`config.mk`:
```
export PLATFORM = sky130hd
export DESIGN_NAME = per_thread_lehmer_generator_core
export DESIGN_NICKNAME = d
export VERILOG_FILES = /design/src/rtl/ptlg_pkg.sv /design/src/rtl/ptlg_offset.sv /design/src/rtl/ptlg_bank.sv /design/src/rtl/per_thread_lehmer_generator_core.sv
export SDC_FILE = /design/constraint.sdc
export NUM_CORES = 2
export LEC_CHECK = 0
export BUFFER_PORTS_ARGS = -buffer_cell sky130_fd_sc_hd__clkbuf_2
export CAP_MARGIN = 20
export CORE_ASPECT_RATIO = 0.7
export CORE_UTILIZATION = 45
export CTS_CLUSTER_SIZE = 25
export DETAILED_ROUTE_END_ITERATION = 12
export PLACE_DENSITY_LB_ADDON = 0.08
export SYNTH_ARGS = -nofsm -noshare
export SYNTH_HDL_FRONTEND = slang
export SYNTH_SLANG_ARGS = --single-unit
```
`constraint.sdc`:
```
create_clock -name clk -period 24.3 [get_ports clk]
set_clock_uncertainty 0.05 [all_clocks]
set_input_delay 0 -clock clk [delete_from_list [all_inputs] [get_ports clk]]
set_output_delay 0 -clock clk [all_outputs]
set_load 0.03 [all_outputs]
```
`src/rtl/ptlg_pkg.sv`:
```
`default_nettype none
// ----------------------------------------------------------------------------
// ptlg_pkg: per-thread Lehmer generator shared definitions
// Item kinds, pipeline control word and the fixed arithmetic constants of
// the perturbation offset and the Park-Miller step.
// ----------------------------------------------------------------------------
package ptlg_pkg;

	typedef enum logic {
		KIND_SEED = 1'b0,
		KIND_GEN  = 1'b1
	} kind_t;

	typedef struct packed {
		logic  valid;
		kind_t kind;
	} ctl_t;

	// Park-Miller multiplier and Mersenne modulus 2^31-1
	localparam logic [14:0] LEHMER_MULT = 15'd16807;
	localparam logic [30:0] LEHMER_MOD  = 31'h7FFFFFFF;

	// p / 1000 as (p * ceil(2^35/1000)) >> 35, exact for p < 2^25
	localparam logic [25:0] RECIP_P = 26'd34359739;
	localparam logic [9:0]  DIV_K   = 10'd1000;
	// v / 1000 as (v * ceil(2^30/1000)) >> 30, exact for v < 2^20
	localparam logic [20:0] RECIP_V = 21'd1073742;
	// 2^40 = 1000 * DIV_Q + REM_R
	localparam logic [30:0] DIV_Q   = 31'd1099511627;
	localparam logic [9:0]  REM_R   = 10'd776;
	// ceil(p / 2^24) = (p + 2^24 - 1) >> 24
	localparam logic [24:0] C_ROUND = 25'h0FFFFFF;

endpackage
`default_nettype wire

```
`src/rtl/ptlg_offset.sv`:
```
`default_nettype none
// ----------------------------------------------------------------------------
// ptlg_offset: perturbation offset pipeline
// Two stages that turn the Q1.24 value p into
// floor(p * (2^64-1) / (1000 * 2^24)) = (a << 40) + b*DIV_Q + floor((776b - c)/1000)
// with a = p / 1000, b = p % 1000, c = ceil(p / 2^24).
// ----------------------------------------------------------------------------
module ptlg_offset (
	input  wire logic        clk,
	input  wire logic        adv,
	input  wire logic [24:0] perturbation_s1,
	output logic      [63:0] offset_s3
);

	logic [50:0] a_prod;
	logic [15:0] a_c;
	logic [24:0] a_k;
	logic [9:0]  b_c;
	logic [25:0] c_sum;

	logic [15:0] a_s2;
	logic [9:0]  b_s2;
	logic [1:0]  c_s2;

	logic [19:0] v_pos;
	logic        v_neg;
	logic [19:0] v_c;
	logic [40:0] d_prod;
	logic [40:0] bq;
	logic [63:0] off_c;

	// split p into quotient and remainder by 1000
	assign a_prod = 51'(perturbation_s1) * 51'(ptlg_pkg::RECIP_P);
	assign a_c    = a_prod[50:35];
	assign a_k    = 25'(a_c) * 25'(ptlg_pkg::DIV_K);
	assign b_c    = 10'(perturbation_s1 - a_k);
	assign c_sum  = 26'(perturbation_s1) + 26'(ptlg_pkg::C_ROUND);

	always_ff @(posedge clk) begin
		if (adv) begin
			a_s2 <= a_c;
			b_s2 <= b_c;
			c_s2 <= c_sum[25:24];
		end
	end

	// negative only for b == 0 with p > 0: the fraction term is then -1
	assign v_pos  = 20'(b_s2) * 20'(ptlg_pkg::REM_R);
	assign v_neg  = v_pos < 20'(c_s2);
	assign v_c    = v_pos - 20'(c_s2);
	assign d_prod = 41'(v_c) * 41'(ptlg_pkg::RECIP_V);
	assign bq     = 41'(b_s2) * 41'(ptlg_pkg::DIV_Q);
	assign off_c  = {8'b0, a_s2, 40'b0} + 64'(bq) + (v_neg ? '1 : 64'(d_prod[39:30]));

	always_ff @(posedge clk) begin
		if (adv) begin
			offset_s3 <= off_c;
		end
	end

endmodule
`default_nettype wire

```
`src/rtl/ptlg_bank.sv`:
```
`default_nettype none
// ----------------------------------------------------------------------------
// ptlg_bank: thread state memory and Lehmer step
// Registered read of the selected slot with write bypass, then offset add,
// multiply by 16807 modulo 2^64 and Mersenne fold modulo 2^31-1; write back.
// ----------------------------------------------------------------------------
module ptlg_bank #(
	parameter int THREAD_COUNT = 8,
	parameter int SLOT_W       = 3
) (
	input  wire logic                  clk,
	input  wire logic                  adv,
	input  wire logic [SLOT_W-1:0]     rd_slot_s2,
	input  wire ptlg_pkg::ctl_t        ctl_s3,
	input  wire logic [SLOT_W-1:0]     slot_s3,
	input  wire logic [63:0]           seed_s3,
	input  wire logic [63:0]           offset_s3,
	output logic      [30:0]           new_state,
	output logic      [23:0]           unit_fraction
);

	logic [63:0] mem_q [THREAD_COUNT];
	logic [63:0] state_s3;

	logic [63:0] sum_c;
	logic [63:0] prod_c;
	logic [33:0] fold1_c;
	logic [31:0] fold2_c;
	logic [30:0] lehmer_c;
	logic [63:0] wr_data;
	logic        wr_en;

	assign sum_c   = state_s3 + offset_s3;
	assign prod_c  = sum_c * 64'(ptlg_pkg::LEHMER_MULT);
	// 2^31 == 1 modulo 2^31-1: fold the high part onto the low part twice
	assign fold1_c = 34'(prod_c[63:31]) + 34'(prod_c[30:0]);
	assign fold2_c = 32'(fold1_c[33:31]) + 32'(fold1_c[30:0]);
	assign lehmer_c = (fold2_c >= 32'(ptlg_pkg::LEHMER_MOD))
		? 31'(fold2_c - 32'(ptlg_pkg::LEHMER_MOD)) : fold2_c[30:0];

	assign wr_en   = adv && ctl_s3.valid;
	assign wr_data = (ctl_s3.kind == ptlg_pkg::KIND_SEED) ? seed_s3 : {33'b0, lehmer_c};

	always_ff @(posedge clk) begin
		if (wr_en) begin
			mem_q[slot_s3] <= wr_data;
		end
	end

	// forward a write landing on the slot being read in the same cycle
	always_ff @(posedge clk) begin
		if (adv) begin
			if (wr_en && (slot_s3 == rd_slot_s2)) begin
				state_s3 <= wr_data;
			end else begin
				state_s3 <= mem_q[rd_slot_s2];
			end
		end
	end

	// floor(s * 2^24 / (2^31-1)) equals s >> 7 for every s below the modulus
	assign new_state     = lehmer_c;
	assign unit_fraction = lehmer_c[30:7];

endmodule
`default_nettype wire

```
`src/rtl/per_thread_lehmer_generator_core.sv`:
```
`default_nettype none
// A generate item passes the s1, s2 and s3 stage registers, then the output register.
// Throughput: one item per cycle; in_ready drops only while a result waits
// in the output register and out_ready is low.
// Reset clears the pipeline valid bits, the output valid and multi-thread
// mode; the thread state bank is not cleared and holds junk until seeded.
// ----------------------------------------------------------------------------
// per_thread_lehmer_generator_core: bank of per-thread Lehmer generators
// Seed items load a slot, generate items perturb, step and store a slot and
// return the new state and its Q0.24 fraction.
// ----------------------------------------------------------------------------
module per_thread_lehmer_generator_core #(
	parameter int THREAD_COUNT = 8
) (
	input  wire logic        clk,
	input  wire logic        arst_n,
	input  wire logic        multi_thread_mode_we,
	input  wire logic        multi_thread_mode,
	input  wire logic        in_valid,
	output logic             in_ready,
	input  wire logic        kind,
	input  wire logic [2:0]  thread_slot,
	input  wire logic [63:0] seed_value,
	input  wire logic [24:0] perturbation,
	output logic             out_valid,
	input  wire logic        out_ready,
	output logic      [30:0] new_state,
	output logic      [23:0] unit_fraction
);

	localparam int SLOT_W = (THREAD_COUNT > 1) ? $clog2(THREAD_COUNT) : 1;

	logic                 mode_q;
	logic                 adv;
	logic [SLOT_W-1:0]    slot_map [8];
	logic [SLOT_W-1:0]    sel_slot;

	ptlg_pkg::ctl_t       ctl_s1, ctl_s2, ctl_s3;
	logic [SLOT_W-1:0]    slot_s1, slot_s2, slot_s3;
	logic [63:0]          seed_s1, seed_s2, seed_s3;
	logic [24:0]          pert_s1;
	logic [63:0]          offset_s3;

	logic                 out_valid_q;
	logic [30:0]          new_state_q;
	logic [23:0]          unit_fraction_q;
	logic [30:0]          step_state;
	logic [23:0]          step_fraction;

	// slot numbers past the bank wrap around
	for (genvar i = 0; i < 8; i++) begin : g_slot_map
		assign slot_map[i] = SLOT_W'(i % THREAD_COUNT);
	end

	assign sel_slot = mode_q ? slot_map[thread_slot] : '0;

	// advance everything unless a result is held up at the output
	assign adv      = !out_valid_q || out_ready;
	assign in_ready = adv;

	always_ff @(posedge clk or negedge arst_n) begin
		if (!arst_n) begin
			mode_q <= 1'b0;
		end else if (multi_thread_mode_we) begin
			mode_q <= multi_thread_mode;
		end
	end

	always_ff @(posedge clk or negedge arst_n) begin
		if (!arst_n) begin
			ctl_s1      <= '0;
			ctl_s2      <= '0;
			ctl_s3      <= '0;
			out_valid_q <= 1'b0;
		end else if (adv) begin
			ctl_s1      <= '{valid: in_valid, kind: ptlg_pkg::kind_t'(kind)};
			ctl_s2      <= ctl_s1;
			ctl_s3      <= ctl_s2;
			out_valid_q <= ctl_s3.valid && (ctl_s3.kind == ptlg_pkg::KIND_GEN);
		end
	end

	always_ff @(posedge clk) begin
		if (adv) begin
			slot_s1         <= sel_slot;
			seed_s1         <= seed_value;
			pert_s1         <= perturbation;
			slot_s2         <= slot_s1;
			seed_s2         <= seed_s1;
			slot_s3         <= slot_s2;
			seed_s3         <= seed_s2;
			new_state_q     <= step_state;
			unit_fraction_q <= step_fraction;
		end
	end

	ptlg_offset u_offset (
		.clk             (clk),
		.adv             (adv),
		.perturbation_s1 (pert_s1),
		.offset_s3       (offset_s3)
	);

	ptlg_bank #(
		.THREAD_COUNT (THREAD_COUNT),
		.SLOT_W       (SLOT_W)
	) u_bank (
		.clk           (clk),
		.adv           (adv),
		.rd_slot_s2    (slot_s2),
		.ctl_s3        (ctl_s3),
		.slot_s3       (slot_s3),
		.seed_s3       (seed_s3),
		.offset_s3     (offset_s3),
		.new_state     (step_state),
		.unit_fraction (step_fraction)
	);

	assign out_valid     = out_valid_q;
	assign new_state     = new_state_q;
	assign unit_fraction = unit_fraction_q;

endmodule
`default_nettype wire

```
After elaboration in Yosys (flattened, before gate mapping)
Memories as Yosys holds them, arrays and structs flattened. A register that Yosys moved wholly into a read port is not among the register bits.
Cells that the tools add are included.
{ "classes": {"add_sub_neg": 9, "mul": 6, "magnitude_cmp": 2, "n_mux": 5, "bitwise_logic": 1, "reduce_logical": 5} }
{ "ops": {"columns": ["op", "count"], "rows": [
  ["adder 64 bit", 2],
  ["two-way mux 64 bit", 2],
  ["multiplier 64 x 15 -> 64 bit, second input constant", 1],
  ["adder 56 x 41 -> 57 bit", 1],
  ["multiplier 25 x 26 -> 51 bit, second input constant", 1],
  ["multiplier 10 x 31 -> 41 bit, second input constant", 1],
  ["multiplier 20 x 20 -> 39 bit, second input constant", 1],
  ["adder 33 x 31 -> 34 bit", 1],
  ["adder 3 x 31 -> 32 bit", 1],
  [">= comparator 32 x 31 -> 1 bit, second input constant", 1],
  ["two-way mux 31 bit", 1],
  ["subtractor 31 bit, second input constant", 1],
  ["adder 25 x 24 -> 26 bit, second input constant", 1],
  ["< comparator 20 x 2 -> 1 bit", 1],
  ["subtractor 20 x 2 -> 20 bit", 1],
  ["multiplier 10 x 7 -> 17 bit, second input constant", 1],
  ["multiplier 16 x 7 -> 7 bit, second input constant", 1],
  ["subtractor 10 bit", 1],
  ["inverter 3 -> 4 bit", 1],
  ["logical AND 1 bit", 2],
  ["logical NOT 1 bit", 2],
  ["two-way mux 1 bit", 2],
  ["logical OR 1 bit", 1]
]} }
{ "word_totals": {"register_bits": 378, "ramBits": 512, "rom_bits": 24, "in_bits": 99, "output_inout_bits": 57, "elab_cells": 50, "n_memories": 2} }
{ "memory_table": {"columns": ["memory", "words", "word_bits", "read_ports", "rd_ports_with_merged_regs", "write_ports", "line", "source"], "rows": [
  ["u_bank.mem_q", 8, 64, 1, 1, 1, "ptlg_bank.sv:22", "logic [63:0] mem_q [THREAD_COUNT];"],
  ["(no name shown)", 8, 3, 1, 1, 0, "per_thread_lehmer_generator_core.sv:55", "assign sel_slot = mode_q ? slot_map[thread_slot] : '0;"]
]} }

Logic depth before layout (Yosys ltp)
{ "depth": {"word_depth": 7, "ltp_mapped": 67, "depth_no_buf": 66} }

By module
A second synthesis with hierarchy kept.
{ "unflattened": {"hier_cells": 6481, "area_unflattened_um2": 78481.5} }
{ "by_module_without_submodules": {"columns": ["mod", "instances", "cells_each", "area_each_um2", "seq_area_each_um2"], "rows": [
  ["ptlg_bank", 1, 3489, 42717.2, 17296.6],
  ["ptlg_offset", 1, 2689, 26973.4, 2762.6],
  ["per_thread_lehmer_generator_core", 1, 303, 8790.9, 8638.3]
]} }

Worst setup path after synthesis
No wires, ideal clock.
{ "synth_path": {"path_kind": "reg2reg", "from": "register out_valid_q (netlist: out_valid)", "to": "memory u_bank.mem_q[1][0], enable pin", "setup_ps": 564, "arrival_time_ps": 18638, "required_time_ps": 23686, "setup_slack_ps": 5047, "stages_incl_launch_ff": 5, "path_buffers": 1, "period_less_slack_ps": 19253, "path_cell_list": "dfrtp_1 > nand2b_1 > clkbuf_1 > nand3_1 > nor3_1"} }
{ "synth_between": {"elab_chain_cells": 5} }
{ "synth_rtl": {"columns": ["element", "line", "source"], "rows": [
  ["start, declared", "per_thread_lehmer_generator_core.sv:44", "logic out_valid_q;"],
  ["start signal, assigned", "per_thread_lehmer_generator_core.sv:79", "out_valid_q <= ctl_s3.valid && (ctl_s3.kind == ptlg_pkg::KIND_GEN);"],
  ["logical NOT 1 bit", "per_thread_lehmer_generator_core.sv:58", "assign adv = !out_valid_q || out_ready;"],
  ["logical OR 1 bit", "per_thread_lehmer_generator_core.sv:58", null],
  ["via in_ready", "per_thread_lehmer_generator_core.sv:20", "output logic in_ready,"],
  ["logical AND 1 bit", "ptlg_bank.sv:41", "assign wr_en = adv && ctl_s3.valid;"],
  ["two-way mux 1 bit", "ptlg_bank.sv:45", "if (wr_en) begin"],
  ["two-way mux 1 bit (not written as such)", "ptlg_bank.sv:46", "mem_q[slot_s3] <= wr_data;"],
  ["end, declared", "ptlg_bank.sv:22", null]
]} }
The timed path passes the listed nets, and every way through them passes these cells.

==> metrics <==
status=finished, final reports clean; DR pass1 iterations=5; Die Y-Extent=348.3 um; Setup CP Type=flop to flop; Die Footprint=0.1730 mm2; CP Capture Type=flop; Residual DRC=0; Starting DRT DRC Count=4320; maximum net fanout on the critical path=21; top-area cell type share of the netlist area=36.02%; gpl congestion=0.9229; via count=49420; CTS Sinks=933; die width=496.8 um; CP max stage cell=a31oi_1; Core Area=0.1693 mm2; largest net degree at the start of global routing=157; routed length per instance=23.12 um; H-tree Lvls=3; Post-Route WL=211600 um; Post-synth EDFFs=925; CP arrival=17.68 ns; Final Hold Fails=0; Req. time, crit path=24.63 ns; Sequential Area=0.02798 mm2; gr usage total=25.01%; area of the multi-input gates=0.04411 mm2; initial antenna violation count=14; Yosys cell types=92; Max-Cap Viols=0; CP Launch Type=flop; Gate Count Post-Synth=6415; ys flop type=edfxtp_1; # IOs=156; total negative slack=0 ns; Yosys warnings=0; Top cell by count, worst path=inv_1; Avg Cell Area, Syn=12.02 um2; pins over their slew limit=0; DPL Wire Length=164800 um; #FFs+latches synth=933; Yosys top cell by area=edfxtp_1; I/O Buffers=155; RSZ-0062 raised after global routing=false; Layout Nets=8638; CTS Buf Count=98; Slew headroom=19.13%; mapped cell area=0.07711 mm2; number of setup buffers added after CTS=0; total grt overflow=0; Initial Util=45.54%; Synth top cells by count=1191 x inv_1, 1080 x ha_1, 925 x edfxtp_1; Final Cycle Share=71.38%; cell with the most instances after synthesis=inv_1; Vias per Instance=5.400; Synth Net Count=8227; global-route wire length before repair=321400 um; final setup vio count=0; worst-skew pair later-pin latency=0.72 ns; FP Rows=126; Worst Hold Class=input pin to flop; FMAX=57.65 MHz; vias in the first global route=50010; Least-Margin Pin Slew=1.200 ns; filler instances=14930; CTS max path bufs=3; number of routed nets with antenna violations=0; root buffer cell=clkbuf_16; Layout area overhead=11.67%; sequential-to-total area share from yosys stat=36.28%; layout cells sized above 1=8.686%; Async SR Flop Fraction=0.8574%; Area contributors post-synth=edfxtp_1 36%, ha_1 18%, fa_1 16%; critical path's largest stage delay=0.90 ns; post-CTS sizing=0; Reg clk slew, reported paths=0.06 ns; CTS tree=built; Min Clock Period, post-route=17.35 ns
-- layout by cell type, fill, tap and decap left out, types with 44 or more instances in the layout --
cell and n:
o21ai_0 173, nand2_1 224, edfxtp_1 925, xor2_1 116, o21a_1 47, clkbuf_16 98
mux2i_1 51, o21bai_1 44, a21o_1 197, a21oi_1 278, nor3_1 47, fa_1 633
inv_1 1191, xnor2_1 252, buf_4 89, dlygate4sd3_1 194, nor2b_1 84, nor2_1 203
mux4_2 128, nand3_1 79, ha_1 1080, clkbuf_2 155
-- flip-flops by register name, indices dropped and copies added, names as in the netlist, 3 cells and up --
signal	count
seed_s3	64
u_offset.b_s2	10
u_offset.offset_s3	64
slot_s1	3
seed_s2	64
pert_s1	25
u_bank.mem_q	512
u_bank.state_s3	64
slot_s2	3
u_offset.a_s2	16
seed_s1	64
slot_s3	3
new_state	31
-- timing repair --
action / in CTS / in global routing
hold endpoints to repair: 123 / 0
setup endpoints to repair: 0 / 0
hold buffers: 194 / 0
-- stage by stage --
| stage | setup slack, ns | util (%) | instance area (um2) | hold WS [ns] | cells |
|---|---|---|---|---|---|
| after floorplan | 5.047 | - | 77110 | -0.3456 | 6415 |
| after global placement | 7.559 | 47.75 | 80850 | -0.1946 | 8765 |
| after detailed placement | 7.397 | 47.77 | 80880 | -0.1970 | 8769 |
| after CTS | 7.316 | 50.84 | 86080 | 0.01371 | 9145 |
| after global routing | 6.069 | 50.85 | 86100 | 0.06113 | 9148 |
| final | 6.954 | 50.86 | 86110 | 0.07651 | 9152 |
-- cell families after synthesis --
group | synth area share (%)
and+or+nand+nor | 5.825
DFF | 36.28
xor gates and xnor gates | 4.267
muxes | 4.804
AOI/OAI and AO/OA | 8.259
adders and majority gates | 33.96
buffers and inverters | 6.606
-- critical path, delay by kind of cell, from the launching register on --
kind	cells	cell delay, ns
compound gates	27	6.76
xor+xnor	2	0.98
fa+ha+maj	12	4.70
buf+inv	11	1.16
flops	1	0.34
simple gates	13	2.98
-- area by class of cell --
cell class / count / share of cell area, %
inverter: 1192 / 5.196
timing repair buffer: 443 / 4.034
clock inverter: 63 / 0.8428
clock buffer: 119 / 2.940
sequential: 933 / 32.49
tap: 2240 / 3.255
antenna: 4 / 0.01162
multi-input combinational: 4158 / 51.23
-- worst paths after layout --
check,from,endpoint,slack [ns],cells past startpoint
setup / recovery,u_bank.state_s3[0],u_bank.state_s3[29],6.95,65
hold / removal,thread_slot[1],slot_s1[1],0.08,3
setup reg to reg,u_bank.state_s3[0],u_bank.state_s3[29],6.95,65
hold reg to reg,seed_s2[62],seed_s3[62],0.36,0
max in group asynchronous,arst_n,ctl_s3[0],23.70,3
min in group asynchronous,arst_n,mode_q,0.22,3
-- per-layer routing --
metal / global-route usage [%] / wire, um
met1: 41.92 / 111700
met2: 34.02 / 83670
met3: 3.656 / 13750
met4: 3.442 / 2469
met5: 0 / 13
Power is not shown: default switching activity piles up to over one toggle a cycle in this logic, so the estimate is an artifact.
